===== src/rtl/core/bcu_pkg.sv =====
`timescale 1ns / 1ps

package bcu_pkg;

  typedef enum logic [1:0] {
    KIND_EXEC     = 2'd0,
    KIND_LOAD_CTR = 2'd1,
    KIND_LOAD_LR  = 2'd2,
    KIND_LOAD_CR  = 2'd3
  } kind_e;

  localparam logic [5:0] OP_CMPI = 6'd11;
  localparam logic [5:0] OP_BC   = 6'd16;
  localparam logic [5:0] OP_XL   = 6'd19;
  localparam logic [5:0] OP_RLWI = 6'd21;

  localparam logic [9:0] XO_BCLR = 10'd16;

  localparam logic [31:0] ADDR_WORD_MASK = 32'hffff_fffc;
  localparam logic [31:0] ADDR_STEP      = 32'd4;

  // condition field codes, before the SO bit is appended
  localparam logic [2:0] CODE_LT = 3'b100;
  localparam logic [2:0] CODE_GT = 3'b010;
  localparam logic [2:0] CODE_EQ = 3'b001;

  typedef struct packed {
    logic        taken;
    logic [31:0] ctr_next;
  } branch_t;

  function automatic logic [3:0] field_code(input logic lt, input logic gt, input logic so);
    logic [2:0] c;
    if (lt) begin
      c = CODE_LT;
    end else if (gt) begin
      c = CODE_GT;
    end else begin
      c = CODE_EQ;
    end
    return {c, so};
  endfunction

  function automatic logic [31:0] write_field(input logic [31:0] cr, input logic [2:0] field,
                                              input logic [3:0] code);
    logic [4:0] sh;
    sh = 5'd28 - {field, 2'b00};
    return (cr & ~(32'h0000_000f << sh)) | ({28'd0, code} << sh);
  endfunction

endpackage


===== src/rtl/core/bcu_branch.sv =====
`timescale 1ns / 1ps

module bcu_branch (
  input  logic [31:0]      insn_i,
  input  logic [31:0]      cr_i,
  input  logic [31:0]      ctr_i,
  output bcu_pkg::branch_t br_o
);
  import bcu_pkg::*;

  logic [4:0] bo;
  logic [4:0] bi;
  logic       crbit;
  logic       ctr_ok;
  logic       cond_ok;

  assign bo = insn_i[25:21];
  assign bi = insn_i[20:16];
  // bit 0 of the CR is the msb
  assign crbit = cr_i[5'd31 - bi];

  always_comb begin
    br_o.ctr_next = bo[2] ? ctr_i : ctr_i - 32'd1;
    ctr_ok        = bo[2] || ((br_o.ctr_next != 32'd0) ^ bo[1]);
    cond_ok       = bo[4] || (crbit == bo[3]);
    br_o.taken    = ctr_ok && cond_ok;
  end

endmodule


===== src/rtl/core/bcu_rotate.sv =====
`timescale 1ns / 1ps

module bcu_rotate (
  input  logic [31:0] src_i,
  input  logic [4:0]  sh_i,
  input  logic [4:0]  mb_i,
  input  logic [4:0]  me_i,
  output logic [31:0] value_o
);
  import bcu_pkg::*;

  logic [63:0] rot_wide;
  logic [31:0] from_mb;
  logic [31:0] to_me;
  logic [31:0] mask;

  always_comb begin
    rot_wide = {src_i, src_i} << sh_i;
    from_mb  = 32'hffff_ffff >> mb_i;
    to_me    = ~((32'hffff_ffff >> me_i) >> 1);
    // mask wraps round when mb > me
    mask     = (mb_i <= me_i) ? (from_mb & to_me) : (from_mb | to_me);
    value_o  = rot_wide[63:32] & mask;
  end

endmodule


===== src/rtl/core/branch_condition_unit.sv =====
`timescale 1ns / 1ps
// An item in the input register moves to the result register when the output is free.
// Throughput: one item per cycle while results are not stalled; CR, CTR and LR are read
// and updated in the execute stage as an item moves from the input register to the
// result register.
// Reset: asynchronous, active low; clears CR, CTR, LR and both valid flags.
module branch_condition_unit (
  input  logic        clk_i,
  input  logic        rst_ni,
  input  logic        in_valid_i,
  output logic        in_stall_o,
  input  logic [1:0]  kind_i,
  input  logic [31:0] instruction_i,
  input  logic [31:0] current_address_i,
  input  logic [31:0] source_value_i,
  input  logic        summary_overflow_i,
  input  logic [31:0] load_value_i,
  output logic        out_valid_o,
  input  logic        out_stall_i,
  output logic [31:0] next_address_o,
  output logic        reg_write_enable_o,
  output logic [4:0]  reg_write_index_o,
  output logic [31:0] reg_write_value_o,
  output logic [31:0] condition_value_o,
  output logic [31:0] count_value_o,
  output logic [31:0] link_value_o,
  output logic        unsupported_o
);
  import bcu_pkg::*;

  logic        s1_valid_q;
  logic [1:0]  s1_kind_q;
  logic [31:0] s1_insn_q;
  logic [31:0] s1_cia_q;
  logic [31:0] s1_src_q;
  logic        s1_so_q;
  logic [31:0] s1_load_q;

  logic [31:0] cr_q, cr_d;
  logic [31:0] ctr_q, ctr_d;
  logic [31:0] lr_q, lr_d;

  logic        out_valid_q;
  logic [31:0] next_q, next_d;
  logic        wen_q, wen_d;
  logic [4:0]  widx_q, widx_d;
  logic [31:0] wval_q, wval_d;
  logic        unsup_q, unsup_d;

  logic        advance;
  logic        in_take;

  branch_t     br;
  logic [31:0] rot_value;
  logic [5:0]  opcode;
  logic [31:0] cia_plus4;
  logic [31:0] disp;
  logic [31:0] imm;
  logic        cmp_lt;
  logic        cmp_gt;

  assign advance    = s1_valid_q && (!out_valid_q || !out_stall_i);
  assign in_stall_o = s1_valid_q && !advance;
  assign in_take    = in_valid_i && !in_stall_o;

  bcu_branch u_branch (
    .insn_i (s1_insn_q),
    .cr_i   (cr_q),
    .ctr_i  (ctr_q),
    .br_o   (br)
  );

  bcu_rotate u_rotate (
    .src_i   (s1_src_q),
    .sh_i    (s1_insn_q[15:11]),
    .mb_i    (s1_insn_q[10:6]),
    .me_i    (s1_insn_q[5:1]),
    .value_o (rot_value)
  );

  assign opcode    = s1_insn_q[31:26];
  assign cia_plus4 = s1_cia_q + ADDR_STEP;
  assign disp      = {{16{s1_insn_q[15]}}, s1_insn_q[15:2], 2'b00};
  assign imm       = {{16{s1_insn_q[15]}}, s1_insn_q[15:0]};
  assign cmp_lt    = $signed(s1_src_q) < $signed(imm);
  assign cmp_gt    = $signed(s1_src_q) > $signed(imm);

  always_comb begin
    cr_d    = cr_q;
    ctr_d   = ctr_q;
    lr_d    = lr_q;
    next_d  = 32'd0;
    wen_d   = 1'b0;
    widx_d  = 5'd0;
    wval_d  = 32'd0;
    unsup_d = 1'b0;
    unique case (kind_e'(s1_kind_q))
      KIND_LOAD_CTR: ctr_d = s1_load_q;
      KIND_LOAD_LR:  lr_d  = s1_load_q;
      KIND_LOAD_CR:  cr_d  = s1_load_q;
      KIND_EXEC: begin
        priority if (opcode == OP_BC) begin
          ctr_d  = br.ctr_next;
          next_d = br.taken ? (s1_insn_q[1] ? disp : s1_cia_q + disp) : cia_plus4;
          if (s1_insn_q[0]) begin
            lr_d = cia_plus4;
          end
        end else if (opcode == OP_XL && s1_insn_q[10:1] == XO_BCLR) begin
          // target uses LR before the link update
          ctr_d  = br.ctr_next;
          next_d = br.taken ? (lr_q & ADDR_WORD_MASK) : cia_plus4;
          if (s1_insn_q[0]) begin
            lr_d = cia_plus4;
          end
        end else if (opcode == OP_CMPI) begin
          cr_d   = write_field(cr_q, s1_insn_q[25:23], field_code(cmp_lt, cmp_gt, s1_so_q));
          next_d = cia_plus4;
        end else if (opcode == OP_RLWI) begin
          wen_d  = 1'b1;
          widx_d = s1_insn_q[20:16];
          wval_d = rot_value;
          if (s1_insn_q[0]) begin
            cr_d = write_field(cr_q, 3'd0,
                               field_code(rot_value[31], !rot_value[31] && rot_value != 32'd0,
                                          s1_so_q));
          end
          next_d = cia_plus4;
        end else begin
          unsup_d = 1'b1;
        end
      end
      default: ;
    endcase
  end

  always_ff @(posedge clk_i or negedge rst_ni) begin
    if (!rst_ni) begin
      s1_valid_q  <= 1'b0;
      out_valid_q <= 1'b0;
      cr_q        <= 32'd0;
      ctr_q       <= 32'd0;
      lr_q        <= 32'd0;
    end else begin
      if (in_take) begin
        s1_valid_q <= 1'b1;
      end else if (advance) begin
        s1_valid_q <= 1'b0;
      end
      if (advance) begin
        out_valid_q <= 1'b1;
        cr_q        <= cr_d;
        ctr_q       <= ctr_d;
        lr_q        <= lr_d;
      end else if (!out_stall_i) begin
        out_valid_q <= 1'b0;
      end
    end
  end

  always_ff @(posedge clk_i) begin
    if (in_take) begin
      s1_kind_q <= kind_i;
      s1_insn_q <= instruction_i;
      s1_cia_q  <= current_address_i;
      s1_src_q  <= source_value_i;
      s1_so_q   <= summary_overflow_i;
      s1_load_q <= load_value_i;
    end
    if (advance) begin
      next_q  <= next_d;
      wen_q   <= wen_d;
      widx_q  <= widx_d;
      wval_q  <= wval_d;
      unsup_q <= unsup_d;
    end
  end

  assign out_valid_o        = out_valid_q;
  assign next_address_o     = next_q;
  assign reg_write_enable_o = wen_q;
  assign reg_write_index_o  = widx_q;
  assign reg_write_value_o  = wval_q;
  assign condition_value_o  = cr_q;
  assign count_value_o      = ctr_q;
  assign link_value_o       = lr_q;
  assign unsupported_o      = unsup_q;

endmodule


===== config.mk =====
export PLATFORM = sky130hd
export DESIGN_NAME = branch_condition_unit
export DESIGN_NICKNAME = d
export VERILOG_FILES = /design/src/rtl/core/bcu_pkg.sv /design/src/rtl/core/bcu_branch.sv /design/src/rtl/core/bcu_rotate.sv /design/src/rtl/core/branch_condition_unit.sv
export SDC_FILE = /design/constraint.sdc
export NUM_CORES = 1
export LEC_CHECK = 0
export BUFFER_PORTS_ARGS = -buffer_cell sky130_fd_sc_hd__buf_4
export CAP_MARGIN = 5
export CORE_ASPECT_RATIO = 1.25
export CORE_MARGIN = 4
export CORE_UTILIZATION = 53
export CTS_BUF_LIST = sky130_fd_sc_hd__clkbuf_16
export DETAILED_ROUTE_END_ITERATION = 8
export MAX_ROUTING_LAYER = met4
export PLACE_DENSITY = 0.75
export SETUP_SLACK_MARGIN = 0.1
export SLEW_MARGIN = 20
export SYNTH_ARGS = -nofsm -noshare
export SYNTH_HDL_FRONTEND = slang
export SYNTH_SLANG_ARGS = --single-unit

===== constraint.sdc =====
create_clock -name clk_i -period 4.39 [get_ports clk_i]
set_clock_uncertainty 0.05 [all_clocks]
set_input_delay 0.878 -clock clk_i [delete_from_list [all_inputs] [get_ports clk_i]]
set_output_delay 0.878 -clock clk_i [all_outputs]
set_load 0.01 [all_outputs]

Yosys cells after proc, flatten, opt, wreduce, memory -nomap -nowiden
Index checks and enable logic that the tools add are counted.
{ "totals": {"input_bits": 135, "output_inout_bits": 169, "ff_bits": 300, "word_cells": 126} }
{ "classes": {"n_lt_le_gt_ge": 4, "n_reduce_logical": 26, "eq_ne": 15, "mux": 44, "n_shift": 5, "bitwise": 11, "addsub": 5} }
{ "op_table": {"columns": ["op", "count"], "rows": [
  ["$mux 32", 19],
  ["$pmux 32 s2", 3],
  ["$and 32x32->32", 3],
  ["$or 32x32->32", 2],
  ["$reduce_bool 32->1", 2],
  ["$shl 64x5->64", 1],
  ["$shr 32x5->32 const A", 2],
  ["$mux 3", 12],
  ["$add 32x3->32 const B", 1],
  ["$add 32x32->32", 1],
  ["$gt 32x16->1", 1],
  ["$lt 32x16->1", 1],
  ["$not 31->32", 1],
  ["$not 32->32", 1],
  ["$or 28x32->32", 1],
  ["$shl 4x5->32", 1],
  ["$shl 4x5->32 const A", 1],
  ["$sub 32x1->32 const B", 1],
  ["$eq 6x5->1 const B", 3],
  ["$eq 10x5->1 const B", 1],
  ["$sub 5x5->5 const A", 2],
  ["$ne 3x3->1 const B", 3],
  ["$reduce_bool 2->1", 4],
  ["$mux 1", 7],
  ["other kinds (20)", 36]
]} }

Depth between registers and ports, before layout
Gate-level depths: netlist (run 1).
{ "logic_depth": {"word_depth": 22, "depth_mapped": 15, "mapped_depth_nobuf": 13} }

Cells and area by module
A second synthesis (run 1) with hierarchy kept.
{ "hier_totals": {"hier_cells": 1755, "area_unflattened_um2": 18387.6} }
{ "modules_own_cells": {"columns": ["module", "area_per_inst_um2", "n_inst", "cells_each"], "rows": [
  ["branch_condition_unit", 14440.1, 1, 1286],
  ["bcu_rotate", 2841.5, 1, 332],
  ["bcu_branch", 1106.1, 1, 137]
]} }

Least setup slack after synthesis (run 1)
OpenSTA, ideal clock, no wires.
{ "synth_path": {"path_type": "input-to-reg", "start": "input out_stall_i", "end": "register s1_cia_q[0], enable pin", "setup_ns": 0.505, "path_slack_ns": -0.152, "stages": 2, "required_time_ns": 3.835, "arrival_time_ns": 3.988, "path_cell_list": "nand3_1 > and2_1"} }
{ "synth_between": {"elab_chain_len": 7} }
{ "synth_rtl": {"columns": ["element", "line", "text"], "rows": [
  ["from (decl)", "branch_condition_unit.sv:19", "input logic out_stall_i,"],
  ["$logic_not 1->1", null, null],
  ["$logic_or 1x1->1", "branch_condition_unit.sv:62", "assign advance = s1_valid_q && (!out_valid_q || !out_stall_i);"],
  ["$logic_and 1x1->1", "branch_condition_unit.sv:62", null],
  ["$logic_not 1->1", "branch_condition_unit.sv:63", "assign in_stall_o = s1_valid_q && !advance;"],
  ["$logic_and 1x1->1", "branch_condition_unit.sv:63", null],
  ["$logic_not 1->1", "branch_condition_unit.sv:64", "assign in_take = in_valid_i && !in_stall_o;"],
  ["$logic_and 1x1->1", "branch_condition_unit.sv:64", null],
  ["net in_take", "branch_condition_unit.sv:51", "logic in_take;"],
  ["to (signal assigned)", "branch_condition_unit.sv:164", "s1_cia_q <= current_address_i;"],
  ["to (decl)", "branch_condition_unit.sv:34", "logic [31:0] s1_cia_q;"]
]} }
The timed path passes the listed nets, and every way through them passes these cells.
A chain may end at the register's enable or synchronous reset.

Worst setup path after layout (run 1)
{ "layout_path": {"start": "register ctr_q[1] (netlist: count_value_o[1])", "end": "register next_q[0] (netlist: next_address_o[0]) (data pin)"} }
{ "layout_between": {"elab_chain_len": 9, "elab_cells_between_ends": 10, "cone_classes": "1 x add/sub; 5 x mux; 1 x bitwise; 3 x reduce/logical"} }
{ "layout_rtl": {"columns": ["element", "line", "text"], "rows": [
  ["from (decl)", "branch_condition_unit.sv:40", "logic [31:0] ctr_q, ctr_d;"],
  ["from (signal assigned)", "branch_condition_unit.sv:152", "ctr_q <= ctr_d;"],
  ["$sub 32x1->32", "bcu_branch.sv:23", "br_o.ctr_next = bo[2] ? ctr_i : ctr_i - 32'd1;"],
  ["$mux 32 (*)", "bcu_branch.sv:23", null],
  ["$reduce_bool 32->1 (*)", "bcu_branch.sv:24", "ctr_ok = bo[2] || ((br_o.ctr_next != 32'd0) ^ bo[1]);"],
  ["$xor 1x1->1 (*)", "bcu_branch.sv:24", null],
  ["$logic_or 1x1->1 (*)", "bcu_branch.sv:24", null],
  ["$logic_and 1x1->1 (*)", "bcu_branch.sv:26", "br_o.taken = ctr_ok && cond_ok;"],
  ["$mux 32", "branch_condition_unit.sv:111", "next_d = br.taken ? (lr_q & ADDR_WORD_MASK) : cia_plus4;"],
  ["$mux 32", "branch_condition_unit.sv:108", "end else if (opcode == OP_XL && s1_insn_q[10:1] == XO_BCLR) begin"],
  ["$mux 32 (*)", "branch_condition_unit.sv:102", "priority if (opcode == OP_BC) begin"],
  ["to (signal assigned)", "branch_condition_unit.sv:170", "next_q <= next_d;"],
  ["to (decl)", "branch_condition_unit.sv:44", "logic [31:0] next_q, next_d;"]
]} }
Mark *: on every way between the ends. The rest lies on a longest branch, timed or not.

==> results.toml, run 1 <==
[outcome]
outcome = "finished, final reports clean"

[clock_network]
cts.htree.levels = 1
cts_sinks = 299
numCtsBuffers = 30
cts_tree = "done"
clk_latency_ns = 0.61
post_cts.repair.setup_buffers = 0
cts-root-buf = "clkbuf_16"
cts_buffer_depth = 3
clk_transition_reported_paths_ns = 0.07

[placed_design]
dpl-instance-area_sq_um = 22600
io_buffers = 302
gp_congestion = 1.01
dp_hpwl_mm = 62.5
post-place-ws_ns = 0.171

[sta]
final_min_period_over_clock_period = 0.975
rsz0062_at_grt = "no"
hold_viol_final = 0
setup_viol = 0
fmax_ghz = 0.234
fin_setup_tns_ns = 0
period_minus_slack_ns = 4.28
worst_pin_slew_ns = 0.977
finalWorstSetupSlack_ns = 0.112
slew_viol_final = 0
slew_headroom = 0.349

[drt]
vias_per_cell = 6.85
dr.pass1.iters = 6
vias = 19200
routedWlPerCell_um = 29.0
ant_nets = 0
routed_wl_mm = 81.2
drc = 0
drt-initial-drc-count = 2247

[setup_path]
slowest_delay_ns = 0.50
crit_chain = "inv_1 > ha_2 > or4b_1 > or3_1 > o31a_1 > a2111oi_4 > o2111ai_2 > mux2i_2 > and2_1 > o21ai_1 > o21ai_0 > nor2_1"
end_kind = "flop"
cp.required_ns = 4.67
arrival_ns = 4.56
r2r_slack_ns = 0.11
critPathBufInv = 1
path_class = "flop to flop"
crit_family = "compound AO/OA/AOI/OAI gates"
critPathMaxFanout = 8
r2r_start = "count_value_o[1]$_DFFE_PN0P_"
worstRegToRegCells = 12
crit_slowest_cell = "o21ai_0"
r2r-end = "next_address_o[0]$_SDFFCE_PN0P_"
cp-start-kind = "flop"

[global_route]
use_met2 = 0.626
overflow = 0
grt_start_max_net_pins = 88
grt-busiest-layer = "met2"
met3_usage = 0.0745
grt_pass1_vias = 18400
grt_antenna_before_repair = 0
grt_util_met1 = 0.492
track_usage = 0.400
grt_pass1_wl_mm = 119

[cells_and_area]
fill_cells = 2876
num_antenna_cells = 0
drive_gt1_frac = 0.230
nets = 2502
final_area_sq_um = 23600
syn_to_final_growth_pct = 20.9

[logic_synthesis]
syn_nets = 2200
ys.flop_type = "edfxtp_1"
yosys_register_bits = 299
synth_cells = 1996
yosysSeqAreaShare = 0.435
ys_async_sr_fraction = 0.328
syn_area_sq_um = 19500
syn_avg_cell_area_sq_um = 9.78
synth_warnings = 0
synth_cell_types = 83
synth_edf_count = 201

[power_and_ir_drop]
clkPwrFrac = 0.275
seqPwrFrac = 0.430
internal_power_mw = 5.88
vdd_drop_max_uv = 440
switching_share = 0.353
p_leak_nw = 9.53
p_per_area_nw_per_um2 = 385
power.total_mw = 9.09
pwr-share-comb = 0.294
p_switching_mw = 3.21

[floorplanning]
die_y_um = 223
die_w_um = 180
die_area_sq_um = 40000
core_sq_um = 36300
pin_count = 304
start_util = 0.538
num_rows = 78

[min_path]
hp-class = "primary input to async pin"

[job]
maxCapViolCount = 0
==> power by group through the flow <==
| stage | Combinational (mW) | Sequential, mW | Clock (mW) |
|---|---|---|---|
| floorplan | 1.32 | 3.85 | 0 |
| global placement | 2.54 | 3.92 | 0 |
| detailed placement | 2.59 | 3.93 | 0 |
| CTS | 2.61 | 3.88 | 2.50 |
| global route | 2.85 | 3.93 | 2.64 |
| finish | 2.68 | 3.91 | 2.50 |
==> layout make-up <==
class	instances	area, sq um	share of cell area
Clock inverter	23	111	0.00472
Inverter	38	143	0.00605
Sequential cell	299	8490	0.360
Tap cell	480	601	0.0255
Clock buffer	33	826	0.0350
Timing Repair Buffer	381	2910	0.123
Multi-Input combinational cell	1548	10500	0.445
==> cells in the mapped netlist (20+ instances only) <==
cell type | n | area [sq um]
mux4_2 | 32 | 721
mux2i_1 | 59 | 591
edfxtp_1 | 201 | 6040
o31ai_1 | 20 | 150
a21o_1 | 38 | 285
xor2_1 | 20 | 175
nand3_1 | 53 | 265
nand2b_1 | 20 | 125
a22oi_1 | 26 | 195
and3_1 | 22 | 138
a21oi_1 | 141 | 706
ha_1 | 68 | 851
nor3_1 | 58 | 290
o21ai_0 | 154 | 771
mux2_2 | 35 | 394
o22ai_1 | 62 | 388
clkbuf_1 | 89 | 334
xnor2_1 | 35 | 307
and2_1 | 22 | 138
inv_1 | 31 | 116
a31oi_1 | 21 | 131
dfrtp_1 | 98 | 2450
nand2_1 | 163 | 612
a211oi_1 | 24 | 180
nand4_1 | 22 | 138
maj3_1 | 22 | 220
nor2_1 | 183 | 687
==> worst max-delay path by stage <==
stage / startpoint / cells after the start / slack [ns] / to
6_report: count_value_o[1]$_DFFE_PN0P_ / 12 / 0.11 / next_address_o[0]$_SDFFCE_PN0P_
5_1_grt: count_value_o[1]$_DFFE_PN0P_ / 15 / 0.03 / next_address_o[25]$_SDFFCE_PN0P_
4_1_cts: count_value_o[1]$_DFFE_PN0P_ / 12 / 0.15 / next_address_o[9]$_SDFFCE_PN0P_
3_5_place_dp: count_value_o[1]$_DFFE_PN0P_ / 12 / 0.17 / next_address_o[9]$_SDFFCE_PN0P_
3_3_place_gp: count_value_o[1]$_DFFE_PN0P_ / 12 / 0.21 / next_address_o[9]$_SDFFCE_PN0P_
2_1_floorplan: count_value_o[0]$_DFFE_PN0P_ / 14 / 0.49 / next_address_o[12]$_SDFFCE_PN0P_
==> per-stage QoR <==
stage	hold WS, ns	utilization	std cells
floorplan	0.406	-	1996
global placement	0.417	0.623	2746
detailed placement	0.420	0.623	2746
CTS	0.162	0.649	2802
global route	0.180	0.650	2802
finish	0.163	0.650	2802
==> routing by layer <==
layer | wire [um] | up-vias
met3 | 8510 | 319
met1 | 29500 | 9168
met5 | 0 | -
li1 | - | 8271
met2 | 37200 | 1426
met4 | 5990 | 0
==> cell families (layout without fill, tap and decap cells) <==
kind of cell | count (synthesis) | after routing | synth area share
multiplexers | 126 | 126 | 0.0874
adder cells (fa/ha/maj) | 91 | 91 | 0.0559
buffers and inverters | 149 | 475 | 0.0296
flip-flops | 299 | 299 | 0.435
XOR/XNOR | 55 | 55 | 0.0247
AO/OA/AOI/OAI | 630 | 630 | 0.207
AND/OR/NAND/NOR | 646 | 646 | 0.161
==> placed cells by master, fill, tap and decap left out, types with 24 or more instances in the layout <==
cell and n:
o21ai_0 154, nor2_1 182, o22ai_1 62, ha_1 67, a21oi_1 141, nor3_1 57, a211oi_1 24, mux2_2 35
nand3_1 53, buf_4 377, nand2_1 161, dfrtp_1 97, a21o_1 38, mux2i_1 58, edfxtp_1 201, a22oi_1 26
inv_1 38, xnor2_1 35, clkbuf_16 33, mux4_2 32
==> timing repair <==
action,CTS,global route
setup endpoints to repair,0,26
hold buffers,0,0
resized for setup,0,9
==> sequential cells by signal (all words and copies together), names as in the netlist, 2 cells and up <==
| name | cells |
|---|---|
| condition_value_o | 32 |
| count_value_o | 32 |
| link_value_o | 32 |
| next_address_o | 32 |
| reg_write_value_o | 32 |
| s1_cia_q | 32 |
| s1_load_q | 32 |
| s1_src_q | 32 |
| s1_insn_q | 31 |
| reg_write_index_o | 5 |
| s1_kind_q | 2 |
No activity file was read; power rests on OpenSTA's default activity.
==> run 2, diff against run 1 <==
Settings changed: CTS_BUF_LIST sky130_fd_sc_hd__clkbuf_16 to not set.
==> results.toml, run 2 (synthesis gave the netlist of run 1 again) <==
[outcome]
outcome = "finished, final reports clean"

[sta]
worst_pin_slew_ns = 0.973
fmax_ghz = 0.240
period_minus_slack_ns = 4.17
hold_viol_final = 0
setup_viol = 0
slew_headroom = 0.351
fin_setup_tns_ns = 0
final_min_period_over_clock_period = 0.950
slew_viol_final = 0
rsz0062_at_grt = "no"

[floorplanning]
core_sq_um = 36300
die_y_um = 223
num_rows = 78
die_w_um = 180
start_util = 0.538
pin_count = 304
die_area_sq_um = 40000

[clock_network]
numCtsBuffers = 30
clk_latency_ns = 0.61
cts_buffer_depth = 3
cts_tree = "done"
cts.htree.levels = 1
cts_sinks = 299
hold_buffers = 0
clk_transition_reported_paths_ns = 0.07
cts-root-buf = "clkbuf_16"

[drt]
drt-initial-drc-count = 2321
vias = 19100
routed_wl_mm = 81.1
drc = 0
dr.pass1.iters = 7
ant_nets = 0
routedWlPerCell_um = 28.9
vias_per_cell = 6.82

[placed_design]
gp_congestion = 1.01
dpl-instance-area_sq_um = 22600
io_buffers = 302
dp_hpwl_mm = 62.5

[cells_and_area]
nets = 2503
finish.utilization = 0.651
num_antenna_cells = 0
drive_gt1_frac = 0.232
syn_to_final_growth_pct = 21.0
final_cell_mix = "buf_4 (378), edfxtp_1 (201), nor2_1 (182), nand2_1 (161), o21ai_0 (154)"
mostFrequentLayoutCell = "buf_4"
fill_cells = 2866
final_area_sq_um = 23600

[setup_path]
slowest_delay_ns = 0.47
path_class = "flop to flop"
end_kind = "flop"
critPathBufInv = 2
crit_slowest_cell = "or4b_1"
critPathMaxFanout = 10
cp-start-kind = "flop"
crit_chain = "inv_1 > ha_2 > or4b_1 > or3_1 > o31a_1 > a2111oi_4 > o2111ai_2 > mux2i_2 > nand2_2 > buf_4 > a21o_1 > a221o_1"
crit_family = "compound AO/OA/AOI/OAI gates"
r2r_slack_ns = 0.22
r2r_start = "count_value_o[1]$_DFFE_PN0P_"
cp.required_ns = 4.68
r2r-end = "next_address_o[12]$_SDFFCE_PN0P_"
worstRegToRegCells = 12
arrival_ns = 4.46

[global_route]
track_usage = 0.400
grt_pass1_wl_mm = 119
grt_pass1_vias = 18400
grt_start_max_net_pins = 88
grt_antenna_before_repair = 0
overflow = 0

[power_and_ir_drop]
power.total_mw = 9.16
p_leak_nw = 9.51
p_per_area_nw_per_um2 = 388
vdd_drop_max_uv = 434

[min_path]
hp-class = "primary input to async pin"

[job]
maxCapViolCount = 0
## run 2: how the worst max path moves through the flow
stage                                 startpoint                          endpoint  slack, ns  depth (start not counted)
finish              count_value_o[1]$_DFFE_PN0P_  next_address_o[12]$_SDFFCE_PN0P_       0.22                         12
global placement    count_value_o[1]$_DFFE_PN0P_   next_address_o[9]$_SDFFCE_PN0P_       0.21                         12
detailed placement  count_value_o[1]$_DFFE_PN0P_   next_address_o[9]$_SDFFCE_PN0P_       0.17                         12
global route        count_value_o[0]$_DFFE_PN0P_  next_address_o[25]$_SDFFCE_PN0P_       0.09                         15
floorplan           count_value_o[0]$_DFFE_PN0P_  next_address_o[12]$_SDFFCE_PN0P_       0.49                         14
CTS                 count_value_o[1]$_DFFE_PN0P_   next_address_o[9]$_SDFFCE_PN0P_       0.14                         12
## run 2: per-layer routing
metal,track usage,part of all wire
met1,0.491,0.36
met2,0.626,0.46
met3,0.0768,0.10
met4,0.224,0.074
met5,-,0
## run 2: repair_timing
item                       in CTS  in global routing
setup buffers                   0                  1
setup endpoints to repair       0                 26
resized for setup               0                  9
## run 2: layout make-up
class	count	area (sq um)	share of cell area
well taps	480	601	0.0254
flip-flops and latches	299	8490	0.359
clock inverters	12	70.1	0.00297
inverters	38	143	0.00604
multi-input cells	1548	10500	0.445
repair buffers	382	2920	0.124
clock buffers	44	897	0.0380
## run 2: power breakdown
| part | switching (mW) | internal, mW | leakage [nW] |
|---|---|---|---|
| clock network | 1.15 | 1.41 | 0.481 |
| logic | 1.53 | 1.15 | 5.88 |
| registers | 0.519 | 3.39 | 3.15 |
| total | 3.21 | 5.96 | 9.51 |
## run 2: per-stage QoR
stage / worst slack (ns) / cells / hold slack [ns]
after CTS: 0.145 / 2802 / 0.162
after global placement: 0.211 / 2746 / 0.417
after global routing: 0.0896 / 2803 / 0.180
final: 0.217 / 2803 / 0.166
after detailed placement: 0.171 / 2746 / 0.420
after floorplan: 0.492 / 1996 / 0.406
